$ cat src/nbpf_pkg.sv
// Shared types, codes and defaults for the n-body pair filter enumerator.
`timescale 1ns / 1ps
package nbpf_pkg;

    localparam int BODY_COUNT_DEF = 32;

    // Item commands
    localparam logic CMD_LOAD = 1'b0;
    localparam logic CMD_NEXT = 1'b1;

    // Interaction modes
    localparam logic [2:0] MODE_ALL          = 3'd0;
    localparam logic [2:0] MODE_NO_MOON_MOON = 3'd1;
    localparam logic [2:0] MODE_SAME_PARENT  = 3'd2;
    localparam logic [2:0] MODE_LOCAL_SYS    = 3'd3;
    localparam logic [2:0] MODE_PARENT_SUN   = 3'd4;

    typedef struct packed {
        logic       cmd;
        logic [4:0] entry_slot;
        logic       body_enabled;
        logic       body_is_moon;
        logic [4:0] parent_body;
    } t_item_in;

    typedef struct packed {
        logic [4:0] first_body;
        logic [4:0] second_body;
        logic       pair_valid;
        logic       scan_done;
        logic [8:0] pairs_emitted;
    } t_item_out;

    // Controller to datapath commands
    typedef struct packed {
        logic load;
        logic rd_row;
        logic cap_row;
        logic next_row;
        logic next_col;
        logic emit_pair;
        logic emit_done;
    } t_dp_cmd;

    // Datapath to controller status
    typedef struct packed {
        logic is_load;
        logic row_last;
        logic row_en;
        logic col_end;
        logic col_en;
        logic kept;
    } t_dp_stat;

endpackage

$ cat src/nbpf_ram.sv
// Generic single-write, single-read RAM with registered read data.
`timescale 1ns / 1ps
module nbpf_ram #(
    parameter int WIDTH = 6,
    parameter int DEPTH = 32
) (
    input  logic                     i_clk,
    input  logic                     i_we,
    input  logic [$clog2(DEPTH)-1:0] i_waddr,
    input  logic [WIDTH-1:0]         i_wdata,
    input  logic [$clog2(DEPTH)-1:0] i_raddr,
    output logic [WIDTH-1:0]         o_rdata
);

    logic [WIDTH-1:0] r_mem [DEPTH];
    logic [WIDTH-1:0] r_rdata;

    always_ff @(posedge i_clk) begin
        if (i_we) begin
            r_mem[i_waddr] <= i_wdata;
        end
        r_rdata <= r_mem[i_raddr];
    end

    assign o_rdata = r_rdata;

endmodule

$ cat src/nbpf_ctrl.sv
// Scan controller: sequences loads, row fetches and candidate checks.
`timescale 1ns / 1ps
module nbpf_ctrl
    import nbpf_pkg::*;
(
    input  logic     i_clk,
    input  logic     i_rst_n,
    input  logic     i_start,
    input  t_dp_stat i_stat,
    output t_dp_cmd  o_cmd,
    output logic     o_busy
);

    localparam logic [2:0] S_IDLE    = 3'd0;
    localparam logic [2:0] S_ROW     = 3'd1;
    localparam logic [2:0] S_ROW_CAP = 3'd2;
    localparam logic [2:0] S_COL     = 3'd3;
    localparam logic [2:0] S_EVAL    = 3'd4;

    logic [2:0] r_state;
    logic [2:0] n_state;

    always_comb begin
        n_state = r_state;
        o_cmd   = '0;
        unique case (r_state)
            S_IDLE: begin
                if (i_start) begin
                    if (i_stat.is_load) begin
                        o_cmd.load = 1'b1;
                    end else begin
                        n_state = S_ROW;
                    end
                end
            end
            S_ROW: begin
                if (i_stat.row_last) begin
                    o_cmd.emit_done = 1'b1;
                    n_state         = S_IDLE;
                end else if (!i_stat.row_en) begin
                    o_cmd.next_row = 1'b1;
                end else begin
                    o_cmd.rd_row = 1'b1;
                    n_state      = S_ROW_CAP;
                end
            end
            S_ROW_CAP: begin
                o_cmd.cap_row = 1'b1;
                n_state       = S_COL;
            end
            S_COL: begin
                // the column entry is read here unless the row is exhausted
                if (i_stat.col_end) begin
                    o_cmd.next_row = 1'b1;
                    n_state        = S_ROW;
                end else if (!i_stat.col_en) begin
                    o_cmd.next_col = 1'b1;
                end else begin
                    n_state = S_EVAL;
                end
            end
            S_EVAL: begin
                if (i_stat.kept) begin
                    o_cmd.emit_pair = 1'b1;
                    n_state         = S_IDLE;
                end else begin
                    o_cmd.next_col = 1'b1;
                    n_state        = S_COL;
                end
            end
            default: begin
                n_state = S_IDLE;
            end
        endcase
    end

    always_ff @(posedge i_clk) begin
        if (!i_rst_n) begin
            r_state <= S_IDLE;
        end else begin
            r_state <= n_state;
        end
    end

    assign o_busy = (r_state != S_IDLE);

endmodule

$ cat src/nbpf_dp.sv
// Datapath: body table, scan cursors, pair filter and result register.
`timescale 1ns / 1ps
module nbpf_dp
    import nbpf_pkg::*;
#(
    parameter int BODY_COUNT = BODY_COUNT_DEF
) (
    input  logic      i_clk,
    input  logic      i_rst_n,
    input  t_item_in  i_item,
    input  logic      i_cfg_we,
    input  logic [2:0] i_cfg_wdata,
    input  t_dp_cmd   i_cmd,
    output t_dp_stat  o_stat,
    output logic      o_result_strobe,
    output t_item_out o_result
);

    localparam int IW = $clog2(BODY_COUNT);
    localparam int JW = $clog2(BODY_COUNT + 1);
    localparam int CW = (IW > 5) ? IW : 5;
    localparam int XW = (JW > 5) ? JW : 5;
    localparam int EN_DEPTH = 1 << IW;

    logic [IW-1:0]       r_i;
    logic [JW-1:0]       r_j;
    logic [8:0]          r_count;
    logic [2:0]          r_mode;
    logic [EN_DEPTH-1:0] r_en;
    logic                r_row_moon;
    logic [4:0]          r_row_parent;
    logic                r_strobe;
    t_item_out           r_result;

    logic [XW-1:0] idx_ext;
    logic          idx_ok;
    logic [IW-1:0] wr_addr;
    logic [IW-1:0] rd_addr;
    logic [5:0]    ram_rdata;
    logic          col_moon;
    logic [4:0]    col_parent;
    logic [CW-1:0] i_ext;
    logic [CW-1:0] j_ext;
    logic [CW-1:0] par_i;
    logic [CW-1:0] par_j;
    logic [CW-1:0] sys_i;
    logic [CW-1:0] sys_j;
    logic          kept;
    logic [8:0]    count_inc;

    assign idx_ext = XW'(i_item.entry_slot);
    assign idx_ok  = (idx_ext < XW'(BODY_COUNT));
    assign wr_addr = idx_ext[IW-1:0];
    assign rd_addr = i_cmd.rd_row ? r_i : r_j[IW-1:0];

    nbpf_ram #(
        .WIDTH (6),
        .DEPTH (BODY_COUNT)
    ) u_ram (
        .i_clk   (i_clk),
        .i_we    (i_cmd.load && idx_ok),
        .i_waddr (wr_addr),
        .i_wdata ({i_item.body_is_moon, i_item.parent_body}),
        .i_raddr (rd_addr),
        .o_rdata (ram_rdata)
    );

    assign col_moon   = ram_rdata[5];
    assign col_parent = ram_rdata[4:0];

    assign i_ext = CW'(r_i);
    assign j_ext = CW'(r_j[IW-1:0]);
    assign par_i = CW'(r_row_parent);
    assign par_j = CW'(col_parent);
    assign sys_i = r_row_moon ? par_i : i_ext;
    assign sys_j = col_moon ? par_j : j_ext;

    // Second body is always above the first, so only the first can be the sun
    always_comb begin
        case (r_mode)
            MODE_NO_MOON_MOON: kept = !(r_row_moon && col_moon);
            MODE_SAME_PARENT:  kept = !(r_row_moon && col_moon) || (par_i == par_j);
            MODE_LOCAL_SYS:    kept = (r_i == '0) || (!r_row_moon && !col_moon)
                                   || (sys_i == sys_j);
            MODE_PARENT_SUN:   kept = (r_i == '0) || (!r_row_moon && !col_moon)
                                   || (col_moon && (par_j == i_ext))
                                   || (r_row_moon && (par_i == j_ext));
            default:           kept = 1'b1;
        endcase
    end

    assign o_stat.is_load  = (i_item.cmd == CMD_LOAD);
    assign o_stat.row_last = (JW'(r_i) + JW'(1) >= JW'(BODY_COUNT));
    assign o_stat.row_en   = r_en[r_i];
    assign o_stat.col_end  = (r_j >= JW'(BODY_COUNT));
    assign o_stat.col_en   = r_en[r_j[IW-1:0]];
    assign o_stat.kept     = kept;

    assign count_inc = r_count + 9'd1;

    // Control state: cursors, count, mode, enable bits, strobe
    always_ff @(posedge i_clk) begin
        if (!i_rst_n) begin
            r_i      <= '0;
            r_j      <= JW'(1);
            r_count  <= '0;
            r_mode   <= MODE_ALL;
            r_en     <= '0;
            r_strobe <= 1'b0;
        end else begin
            r_strobe <= i_cmd.load || i_cmd.emit_pair || i_cmd.emit_done;
            if (i_cfg_we) begin
                r_mode <= i_cfg_wdata;
            end
            if (i_cmd.load && idx_ok) begin
                r_en[wr_addr] <= i_item.body_enabled;
            end
            if (i_cmd.load || i_cmd.emit_done) begin
                r_i     <= '0;
                r_j     <= JW'(1);
                r_count <= '0;
            end else if (i_cmd.next_row) begin
                r_i <= r_i + IW'(1);
                r_j <= JW'(r_i) + JW'(2);
            end else if (i_cmd.next_col) begin
                r_j <= r_j + JW'(1);
            end else if (i_cmd.emit_pair) begin
                r_j     <= r_j + JW'(1);
                r_count <= count_inc;
            end
        end
    end

    // Payload: row latch and result
    always_ff @(posedge i_clk) begin
        if (i_cmd.cap_row) begin
            r_row_moon   <= col_moon;
            r_row_parent <= col_parent;
        end
        if (i_cmd.load) begin
            r_result <= '0;
        end else if (i_cmd.emit_pair) begin
            r_result.first_body    <= i_ext[4:0];
            r_result.second_body   <= j_ext[4:0];
            r_result.pair_valid    <= 1'b1;
            r_result.scan_done     <= 1'b0;
            r_result.pairs_emitted <= count_inc;
        end else if (i_cmd.emit_done) begin
            r_result.first_body    <= '0;
            r_result.second_body   <= '0;
            r_result.pair_valid    <= 1'b0;
            r_result.scan_done     <= 1'b1;
            r_result.pairs_emitted <= r_count;
        end
    end

    assign o_result_strobe = r_strobe;
    assign o_result        = r_result;

endmodule

$ cat src/nbody_pair_filter_enumerator_unit.sv
// Top level of the n-body active pair enumerator.
//
//  channel   signals                          transaction
//  -------   -------------------------------  -----------------------------------
//  item in   i_start, o_busy, i_item          edge with i_start high, o_busy low
//  result    o_result_strobe, o_result        each strobed cycle, one per item
//  config    i_cfg_we, i_cfg_wdata            edge with i_cfg_we high
//
// A load item is taken while idle; its result is registered and shows on the next cycle.
// A next item resumes at the saved cursor, one RAM read per step: it skips a
// disabled row or candidate, latches the entry of an enabled row, checks each
// enabled candidate, moves on at each row end, and ends when no row is left.
// Reset clears the enable bits, the cursors, the count and the mode.
// Results cannot be held off; a new item may be started while one is shown.
`timescale 1ns / 1ps
module nbody_pair_filter_enumerator_unit
    import nbpf_pkg::*;
#(
    parameter int BODY_COUNT = BODY_COUNT_DEF
) (
    input  logic       i_clk,
    input  logic       i_rst_n,
    input  logic       i_start,
    output logic       o_busy,
    input  t_item_in   i_item,
    input  logic       i_cfg_we,
    input  logic [2:0] i_cfg_wdata,
    output logic       o_result_strobe,
    output t_item_out  o_result
);

    t_dp_cmd  dp_cmd;
    t_dp_stat dp_stat;

    nbpf_ctrl u_ctrl (
        .i_clk   (i_clk),
        .i_rst_n (i_rst_n),
        .i_start (i_start),
        .i_stat  (dp_stat),
        .o_cmd   (dp_cmd),
        .o_busy  (o_busy)
    );

    nbpf_dp #(
        .BODY_COUNT (BODY_COUNT)
    ) u_dp (
        .i_clk           (i_clk),
        .i_rst_n         (i_rst_n),
        .i_item          (i_item),
        .i_cfg_we        (i_cfg_we),
        .i_cfg_wdata     (i_cfg_wdata),
        .i_cmd           (dp_cmd),
        .o_stat          (dp_stat),
        .o_result_strobe (o_result_strobe),
        .o_result        (o_result)
    );

endmodule

$ cat config.mk
export PLATFORM = sky130hd
export DESIGN_NAME = nbody_pair_filter_enumerator_unit
export DESIGN_NICKNAME = d
export VERILOG_FILES = /design/src/nbpf_pkg.sv /design/src/nbpf_ram.sv /design/src/nbpf_ctrl.sv /design/src/nbpf_dp.sv /design/src/nbody_pair_filter_enumerator_unit.sv
export SDC_FILE = /design/constraint.sdc
export NUM_CORES = 1
export LEC_CHECK = 0
export ABC_AREA = 1
export BUFFER_PORTS_ARGS = -buffer_cell sky130_fd_sc_hd__buf_2
export CAP_MARGIN = 20
export CELL_PAD_IN_SITES_DETAIL_PLACEMENT = 1
export CELL_PAD_IN_SITES_GLOBAL_PLACEMENT = 2
export CORE_AREA = 5 5 185 187
export DETAILED_ROUTE_END_ITERATION = 10
export DIE_AREA = 0 0 190 192
export PLACE_DENSITY = 0.94
export SKIP_LAST_GASP = 1
export SYNTH_ARGS = -nofsm -noshare
export SYNTH_HDL_FRONTEND = slang
export SYNTH_SLANG_ARGS = --single-unit
$ cat constraint.sdc
create_clock -name i_clk -period 3.3 [get_ports i_clk]
set_clock_uncertainty 0.1 [all_clocks]
set_input_delay 0 -clock i_clk [delete_from_list [all_inputs] [get_ports i_clk]]
set_output_delay 0 -clock i_clk [all_outputs]
set_load 0.02 [all_outputs]
==> summary.txt, run 1 <==
Run status
  • Status: complete, no violations

Timing
  • Final Max Slew Viols: 0
  • Final hold violation count: 0
  • RSZ-0062 raised after global routing: no
  • Fmax: 0.3460 GHz
  • Final min period: 2.890 ns
  • Tcrit/Tclk final: 0.8759
  • Worst slew pin tran: 0.8426 ns
  • PnR worst setup slack: 0.4096 ns
  • Final setup fails: 0
  • Slew HR: 0.4383
  • Setup TNS: 0 ns

Layout
  • Fillers: 3808
  • Layout cells sized above 1: 0.1056
  • Post-route insts no fill: 2090
  • Commonest non-fill, non-tap cell in the layout: nand2_1
  • Nets: 1649
  • Multi-input gate area: 0.004250 mm^2
  • Area Growth Syn to Fin: 15.82%
  • Commonest cells after routing, fill and taps aside: nand2_1, inv_1, nand3_1
  • Final core utilization: 0.4775
  • Inserted Diodes: 0
  • FF/Latch Area: 0.007667 mm^2

Clock network
  • CTS tree: done
  • Clock Latency Late Sink: 0.57 ns
  • H-tree lvl count: 1
  • Reg clk slew, reported paths: 0.07 ns
  • Post-CTS Resized: 0
  • CTS Buf Count: 30
  • Clk Tree Root Cell: clkbuf_16
  • Clock buffer depth: 3
  • Clk sinks: 284
  • # Post-CTS Setup Buffers: 0

Placement
  • Gpl congestion: 0.8931
  • Final HPWL DP: 26.88 mm
  • Placed insts: 2014
  • Post-place setup slack: 0.3861 ns
  • Port Buffers: 42

Global routing
  • First-pass GRT wire length: 64.75 mm
  • Largest net degree at the start of global routing: 77
  • GR Util All Layers: 0.2242
  • Number of global-route vias before repair: 11570
  • GRT overflow: 0
  • Initial antenna violation count: 0

Floorplanning
  • Initial Util: 0.4123
  • I/O pins: 43
  • Cell Rows: 66
  • Die area: 0.03648 mm^2
  • Core area: 0.03229 mm^2
  • Die width: 190 um
  • Die height: 192 um

Yosys
  • Yosys reg bits: 284
  • Synth Net Count: 1563
  • Netlist Area Pre-Place: 0.01331 mm^2
  • Synth cell types: 40
  • Sequential fraction of the synthesis area: 0.5760
  • Cells after Synth: 1538
  • Warnings from Yosys: 0
  • Async set-reset flop share out of synthesis: 0
  • Number of synthesized flops with an enable pin: 198
  • Syn_area_per_cell: 8.655 um^2
  • Main synth FF type: edfxtp_1

Worst setup path
  • Slowest cell on crit path: nor2_1
  • CP peak stage delay: 0.62 ns
  • Critical path type: reg -> reg
  • Crit path DAT: 3.29 ns
  • Crit path launch type: flop
  • Crit-path max FO: 8
  • CP bufs+invs: 4
  • CP required: 3.70 ns
  • Crit-path cells: nor2_1 -> inv_1 -> nor2_1 -> inv_1 -> nor3_2 -> inv_1 -> nor2_1 -> inv_1 -> nor2_1 -> o21ai_0 -> a21oi_1
  • CP endpoint kind: flop
  • Delay-heaviest family, CP: simple AND/OR/NAND/NOR gates

Detailed routing
  • DR WL/cell: 19.51 um
  • Final antenna-violating net count: 0
  • Vias per Instance: 5.238
  • DRC viols: 0
  • Post-Route WL: 40.78 mm
  • Initial DRC count: 715
  • Drt pass-1 iters: 5
  • DR vias: 10950

Power and ir drop
  • Pwr dens: 705.1 mW/mm^2
  • Peak supply drop: 0.4313 mV
  • Leakage: 6.547 nW

Run
  • Max_cap viols: 0

Hold path
  • Hold/Removal Path Class: in -> reg
per-stage QoR:
step | hold slack (ns) | instance area (um^2) | power, mW
CTS | 0.02322 | 15420 | 10.94
finish | 0.04836 | 15420 | 10.87
floorplan | -0.001131 | 13310 | 6.423
detailed placement | 0.1471 | 14270 | 7.612
global placement | 0.1222 | 14240 | 7.543
global route | 0.08316 | 15420 | 11.47
cell type report:
type | count | area share
sequential | 284 | 0.4973
timing repair buffer | 122 | 0.06038
clock buffer | 37 | 0.05105
inverter | 283 | 0.06906
tap | 442 | 0.03587
multi-input combinational | 903 | 0.2757
clock inverter | 19 | 0.01063
state kept, by name, indices dropped and copies added (netlist names):
name                  cells
u_dp.o_result            21
u_dp.u_ram.r_mem        192
u_dp.r_en                32
u_dp.par_i                5
u_ctrl.r_state            3
u_dp.r_row_moon           1
u_dp.i_ext                5
u_dp.o_result_strobe      1
u_dp.r_mode               3
u_dp.r_count              9
u_dp.u_ram.o_rdata        6
u_dp.r_j                  6
Yosys cell counts, types with 3 or more instances:
| cell | count | area, um^2 |
|---|---|---|
| a311oi_1 | 3 | 26.28 |
| o21ai_1 | 8 | 40.04 |
| clkbuf_1 | 21 | 78.83 |
| o21ai_0 | 76 | 380.4 |
| xor2_1 | 13 | 113.9 |
| nand2_1 | 354 | 1329 |
| ha_1 | 5 | 62.56 |
| edfxtp_1 | 198 | 5946 |
| a31oi_1 | 10 | 62.56 |
| dfxtp_1 | 86 | 1722 |
| nand4_1 | 5 | 31.28 |
| nor3_1 | 17 | 85.08 |
| inv_1 | 273 | 1025 |
| nand2_2 | 4 | 25.02 |
| nand3b_1 | 9 | 67.56 |
| o22ai_1 | 3 | 18.77 |
| buf_4 | 10 | 75.07 |
| nand3_1 | 223 | 1116 |
| inv_2 | 9 | 33.78 |
| xnor2_1 | 6 | 52.55 |
| nor4_1 | 3 | 18.77 |
| nor2_1 | 69 | 259.0 |
| a21oi_1 | 79 | 395.4 |
| buf_2 | 32 | 160.2 |
| buf_6 | 3 | 33.78 |
cells by family (layout without fill, tap and decap cells):
logic type | after synthesis | after routing | share of synthesized area
flops | 284 | 284 | 0.5760
compound gates | 187 | 187 | 0.07435
buf+inv | 351 | 461 | 0.1067
fa+ha+maj | 5 | 5 | 0.004700
xor+xnor | 19 | 19 | 0.01250
simple gates | 692 | 692 | 0.2258
worst register-to-register path: stages, from the launching register on:
cell,delay (ns)
dfxtp_1,0.32
nor2_1,0.11
inv_1,0.06
nor2_1,0.12
inv_1,0.08
nor3_2,0.43
inv_1,0.28
nor2_1,0.14
inv_1,0.24
nor2_1,0.62
o21ai_0,0.19
a21oi_1,0.15
worst paths after layout:
kind | slack (ns) | depth (start not counted) | end | startpoint
worst min register to register | 0.37 | 2 | u_dp.o_result[14] | u_dp.o_result[14]
worst max-delay path | 0.41 | 11 | u_dp.r_en[19] | u_ctrl.r_state[1]
worst max register to register | 0.41 | 11 | u_dp.r_en[19] | u_ctrl.r_state[1]
worst min-delay path | 0.05 | 4 | u_dp.u_ram.r_mem[3][3] | i_item[9]
power breakdown:
group          internal [mW]  leakage [nW]  total [mW]  switching, mW
logic                   1.06          3.61        3.43           2.37
registers               3.95          2.48        4.15          0.204
clock network           1.85         0.464        3.28           1.43
what timing repair did:
action | in CTS | in global routing
setup endpoints to repair | 0 | 0
hold buffers | 20 | 0
endpoints found under the hold margin | 231 | 0
metal layers:
metal  part of all wire  track usage  up-vias
met2               0.50       0.3996      259
met3              0.044      0.02399       53
met4              0.019      0.04285        0
met5                  0            0        -
li1                   -            -     5174
met1               0.44       0.2990     5462
(Power assumes the default switching activity.)
==> run 2: changes to the inputs <==
Settings changed: CORE_AREA 5 5 185 187 to 5 5 202 204, DIE_AREA 0 0 190 192 to 0 0 207 209, PLACE_DENSITY 0.94 to 0.85.
Clock period 3.3 ns to 2.5 ns, I/O delays scaled along.
==> run 2 against run 1 <==
  * The flow now finishes with violations (setup timing)
  * Power rose by 48%
  * Highest routed layer unchanged
  * Routed wire length rose by 6.4%
  * Final area rose by 8.7%
  * Largest cell class unchanged
  * Final cell count rose by 7.9%
==> summary.txt, run 2 (synthesis results as in run 1) <==
Worst setup path
  • Delay-heaviest family, CP: simple AND/OR/NAND/NOR gates
  • CP required: 2.88 ns
  • Crit path from: u_dp.i_ext[2]
  • Slowest cell on crit path: dfxtp_1
  • Crit-path cells: buf_4 -> inv_1 -> nand3_1 -> nand3_1 -> nand2_4 -> nand3_4 -> inv_2 -> buf_4 -> o21ai_1 -> inv_2 -> nand3_1 -> nand2_2 -> nand2_1 -> nand2_1
  • CP peak stage delay: 0.35 ns
  • Critical path type: reg -> reg
  • CP bufs+invs: 5
  • Crit path DAT: 2.88 ns
  • R2r setup slk: -0.0005 ns
  • Crit path launch type: flop
  • CP dominant cell by count: nand3_1
  • CP endpoint kind: flop
  • Worst r2r src: u_dp.i_ext[2]
  • Crit-path max FO: 12

Power and ir drop
  • Internal power: 10.33 mW
  • Leakage: 7.157 nW
  • Switching share of power: 0.3559
  • Pwr dens: 957.7 mW/mm^2
  • Clk pwr share: 0.303
  • Overall power: 16.05 mW
  • Reg power frac: 0.342
  • Peak supply drop: 0.7321 mV
  • Net load switching power: 5.711 mW
  • Comb pwr share: 0.355

Global routing
  • GRT busiest layer: met2
  • First-pass GRT wire length: 66.80 mm
  • Number of global-route vias before repair: 11750
  • Initial antenna violation count: 0
  • GR Util All Layers: 0.1922
  • Largest net degree at the start of global routing: 37
  • Met2 Use GR: 0.3368
  • GR Util met1: 0.2478
  • Met3 Resource Use GR: 0.02882
  • GRT overflow: 0

Layout
  • Final core utilization: 0.4286
  • Commonest cells after routing, fill and taps aside: nand2_1, inv_1, nand3_1
  • Layout cells sized above 1: 0.1658
  • Largest register FFs: 192
  • Inserted Diodes: 0
  • Nets: 1731
  • Post-route insts no fill: 2256
  • Commonest non-fill, non-tap cell in the layout: nand2_1
  • Area Growth Syn to Fin: 25.86%
  • Register bank with the most flops: u_dp.u_ram.r_mem

Floorplanning
  • Cell Rows: 73
  • Initial Util: 0.3405
  • Die width: 207 um
  • Die area: 0.04326 mm^2
  • I/O pins: 43
  • Core area: 0.03909 mm^2
  • Die height: 209 um

Detailed routing
  • Post-Route WL: 43.40 mm
  • Initial DRC count: 765
  • DRC viols: 0
  • DR WL/cell: 19.24 um
  • DR vias: 11260
  • Final antenna-violating net count: 0
  • Drt pass-1 iters: 5
  • Vias per Instance: 4.989

Clock network
  • Clk Tree Root Cell: clkbuf_16
  • Reg clk slew, reported paths: 0.06 ns
  • CTS tree: done
  • Clock Latency Late Sink: 0.59 ns
  • H-tree lvl count: 1
  • Clk sinks: 284
  • CTS Buf Count: 31
  • Clock buffer depth: 3

Placement
  • Port Buffers: 42
  • Gpl congestion: 0.8635
  • Final HPWL DP: 28.41 mm
  • Placed insts: 2161

Hold path
  • Worst hold start: i_cfg_we
  • Hold/Removal Path Class: in -> reg

Timing
  • RSZ-0062 raised after global routing: yes
  • Tcrit/Tclk final: 1.000
  • Final hold violation count: 0
  • Worst slew pin tran: 0.7893 ns
  • Slew HR: 0.4738
  • Final Max Slew Viols: 0
  • Fmax: 0.3999 GHz
  • PnR worst setup slack: -0.0004823 ns
  • Final min period: 2.500 ns
  • Final setup fails: 1

Run
  • Max_cap viols: 0

Run status
  • Status: complete, but fails checks
  • Violated checks: setup timing
run 2: cell count changes in the layout (fill, tap and decap cells not counted), sizes merged:
| cell | change |
|---|---|
| buf | +71 |
| dlygate4sd3 | +6 |
| clkinvlp | -2 |
| bufinv | +3 |
| clkinv | -9 |
| inv | +2 |
| clkbuf | +12 |
run 2: worst reg2reg max path, cell delays in order (launching register included):
cell	delay (ns)
dfxtp_1	0.35
buf_4	0.18
inv_1	0.18
nand3_1	0.10
nand3_1	0.13
nand2_4	0.09
nand3_4	0.17
inv_2	0.08
buf_4	0.14
o21ai_1	0.34
inv_2	0.21
nand3_1	0.16
nand2_2	0.06
nand2_1	0.06
nand2_1	0.05
run 2: repair_timing:
item,4_1_cts,5_1_grt
setup buffers,2,1
setup endpoints to repair,40,38
hold buffers,26,0
pin swaps,4,16
gates cloned,4,4
endpoints found under the hold margin,283,0
gates resized for setup,23,50
run 2: power groups by stage:
stage	Combinational (mW)	Clock, mW	Sequential [mW]
6_report	5.70	4.87	5.48
5_1_grt	6.20	5.19	5.49
2_1_floorplan	3.05	0	5.43
4_1_cts	5.30	4.94	5.46
3_3_place_gp	4.78	0	5.55
3_5_place_dp	4.89	0	5.55
run 2: path summary, 6_finish.rpt:
kind	to	cells past startpoint
setup / recovery	u_dp.u_ram.o_rdata[3]	14
hold / removal	u_dp.r_mode[2]	4
setup reg to reg	u_dp.u_ram.o_rdata[3]	14
hold reg to reg	u_dp.o_result[14]	2
run 2: area by class of cell:
cell class              instances  area (um^2)
inverters                     283         1067
repair buffers                203         1831
well taps                     525        656.9
flip-flops and latches        284         7680
fillers                      4656        22340
multi-input cells             903         4446
clock inverters                13        215.2
clock buffers                  45        858.3
run 2: routing by layer:
layer | part of all wire | vias up
met1 | 0.43 | 5569
li1 | - | 5356
met5 | 0 | -
met3 | 0.045 | 68
met4 | 0.026 | 0
met2 | 0.50 | 263
run 2: metrics by stage:
| step | worst slack [ns] | hold slack (ns) | cell area [um^2] | TNS [ns] |
|---|---|---|---|---|
| final | -0.0004823 | 0.1244 | 16750 | -0.0004823 |
| after floorplan | 0.2164 | -0.001131 | 13310 | 0 |
| after detailed placement | -0.2251 | 0.1376 | 14910 | -2.597 |
| after global placement | -0.1422 | 0.1289 | 14910 | -1.147 |
| after CTS | -0.03309 | 0.08943 | 16440 | -0.1478 |
| after global routing | -0.1552 | 0.1464 | 16750 | -1.175 |
==> run 3: changes to the inputs <==
Settings changed: CELL_PAD_IN_SITES_DETAIL_PLACEMENT 1 to 2.
==> run 3 against run 2 <==
  * The run still ends with setup timing left
  * Count of clock-buffer cells in the layout is 9 higher
  * Final cell count increased by 1.9%
  * Critical path depth grew 8
  * Register-to-register slack lost 0.70 ns
  * Via count grew 21%
  * Sequential power rose by 1%
  * Global-route usage increased by 9.4 points
  * Clock power increased by 12%
  * Worst hold slack worse by 0.10 ns
  * Sequential cell count stayed put
==> summary.txt, run 3 (synthesis results as in run 1) <==
Detailed routing
  • Drt pass-1 iters: 5
  • DR vias: 13580
  • Post-Route WL: 76.63 mm
  • DRC viols: 0
  • Vias per Instance: 5.910
  • Initial DRC count: 1316
  • DR WL/cell: 33.35 um
  • Final antenna-violating net count: 0

Power and ir drop
  • Peak supply drop: 0.6373 mV
  • Overall power: 20.18 mW
  • Pwr dens: 1094 mW/mm^2
  • Leakage: 7.763 nW

Clock network
  • CTS Buf Count: 35
  • Reg clk slew, reported paths: 0.08 ns
  • Clk sinks: 284
  • Clk Tree Root Cell: clkbuf_16
  • H-tree lvl count: 2
  • Clock Latency Late Sink: 0.58 ns
  • Clock buffer depth: 3
  • CTS tree: done

Timing
  • Final setup fails: 50
  • Tcrit/Tclk final: 1.278
  • Final min period: 3.196 ns
  • Worst slew pin tran: 0.9243 ns
  • Slew HR: 0.3838
  • Setup TNS: -12.09 ns
  • PnR worst setup slack: -0.6957 ns
  • Final hold violation count: 0
  • Fmax: 0.3129 GHz
  • Final Max Slew Viols: 0
  • Hold_ws: 0.02364 ns
  • RSZ-0062 raised after global routing: yes

Layout
  • Register bank with the most flops: u_dp.u_ram.r_mem
  • Inserted Diodes: 0
  • Post-route insts no fill: 2298
  • Area Growth Syn to Fin: 38.56%
  • Nets: 1771
  • Layout cells sized above 1: 0.2831
  • Post-route cell area: 0.01844 mm^2
  • Commonest non-fill, non-tap cell in the layout: nand2_1
  • Largest register FFs: 192
  • Commonest cells after routing, fill and taps aside: nand2_1, inv_1, edfxtp_1

Worst setup path
  • Reg2reg path depth: 22
  • Crit-path max FO: 7
  • Critical path endpoint: u_dp.u_ram.o_rdata[3]
  • Reg-to-Reg End: u_dp.u_ram.o_rdata[3]
  • CP peak stage delay: 0.41 ns
  • CP required: 2.88 ns
  • Crit path from: u_dp.i_ext[0]
  • R2r setup slk: -0.70 ns
  • Worst r2r src: u_dp.i_ext[0]
  • Crit path DAT: 3.58 ns
  • CP endpoint kind: flop
  • Crit-path cells: buf_12 -> nand2_4 -> o21ai_4 -> nand2_2 -> nand2_2 -> nor2_1 -> nand2_1 -> inv_2 -> nand2_4 -> buf_4 -> nand4_1 -> nand2_4 -> buf_4 -> buf_12 -> buf_16 -> nand2_1 -> nand3_2 -> nand3_2 -> nand3_2 -> nand2_1 -> nand2_1 -> nand2_1
  • Slowest cell on crit path: dfxtp_4
  • Critical path type: reg -> reg
  • CP dominant cell by count: nand2_1
  • Crit path launch type: flop

Global routing
  • Initial antenna violation count: 0
  • Met2 Use GR: 0.5114
  • Number of global-route vias before repair: 14200
  • Met3 Resource Use GR: 0.04819
  • GR Util met1: 0.3305
  • GR Util All Layers: 0.2858
  • First-pass GRT wire length: 95.07 mm
  • GRT overflow: 0
  • Largest net degree at the start of global routing: 37
  • GRT busiest layer: met2

Floorplanning
  • Die area: 0.04326 mm^2
  • I/O pins: 43
  • Die height: 209 um
  • Cell Rows: 73
  • Core area: 0.03909 mm^2
  • Die width: 207 um
  • Initial Util: 0.3405

Run status
  • Violated checks: setup timing
  • Status: complete, but fails checks

Placement
  • Placed insts: 2161
  • Final HPWL DP: 34.62 mm
  • Placed cell area: 0.01491 mm^2
  • Port Buffers: 42
  • Gpl congestion: 0.8635

Hold path
  • Hold/Removal Path Class: in -> reg

Run
  • Max_cap viols: 0
==> run 3: changes by cell type in the layout (fill, tap and decap cells not counted), moves of 15 or more <==
cell / delta
nand2_1: -42
nand3_1: -99
clkbuf_16: +15
nand2_2: +36
nand3_4: +21
nand3_2: +78
buf_12: +15
==> run 3: how the worst min path moves through the flow <==
stage | from | to | depth (start not counted)
after floorplan | i_item[0] | u_dp.u_ram.r_mem[0][0] | 0
after global placement | i_cfg_wdata[2] | u_dp.r_mode[2] | 3
after detailed placement | i_cfg_wdata[2] | u_dp.r_mode[2] | 3
after CTS | i_item[4] | u_dp.u_ram.r_mem[15][4] | 1
after global routing | i_item[0] | u_dp.u_ram.r_mem[14][0] | 1
final | i_item[3] | u_dp.u_ram.r_mem[15][3] | 1
==> run 3: worst max-delay path: cells and delay by family (launching register included) <==
kind	cells	cell delay [ns]
AND/OR/NAND/NOR	15	1.72
AO/OA/AOI/OAI	1	0.06
flip-flops	1	0.41
buffers and inverters	6	0.83
==> run 3: routing by layer <==
metal | wire [um] | up-vias | share of wire
met5 | 0 | - | 0
met4 | 6659 | 0 | 0.087
met3 | 5431 | 393 | 0.071
met2 | 37200 | 871 | 0.49
met1 | 27340 | 6880 | 0.36
li1 | - | 5438 | -
==> run 3: layout make-up <==
cell class	instances	area (um^2)
well taps	525	656.9
inverters	283	1087
repair buffers	238	2487
flip-flops and latches	284	7681
clock buffers	54	1010
repair inverters	1	7.507
clock inverters	10	128.9
fillers	4097	20650
multi-input cells	903	5385
==> run 3: power by group <==
part	leakage [nW]	internal (mW)	switching [mW]	total [mW]
Clock	0.554	3.03	2.43	5.46
Sequential	2.48	5.23	0.324	5.55
Combinational	4.73	3.37	5.80	9.17
==> run 3: timing repair <==
item	4_1_cts	5_1_grt
setup buffers	13	22
hold buffers	20	0
gates resized for setup	96	229
cloned	7	16
endpoints found under the setup margin	45	166
hold endpoints to repair	66	0
pin swaps	13	61
==> run 3: stage by stage <==
step,util,setup WS (ns)
final,0.4718,-0.6957
after global routing,0.4718,-0.6527
after CTS,0.4342,-0.2736
after detailed placement,0.3813,-0.3532
after global placement,0.3813,-0.1422
after floorplan,-,0.2164
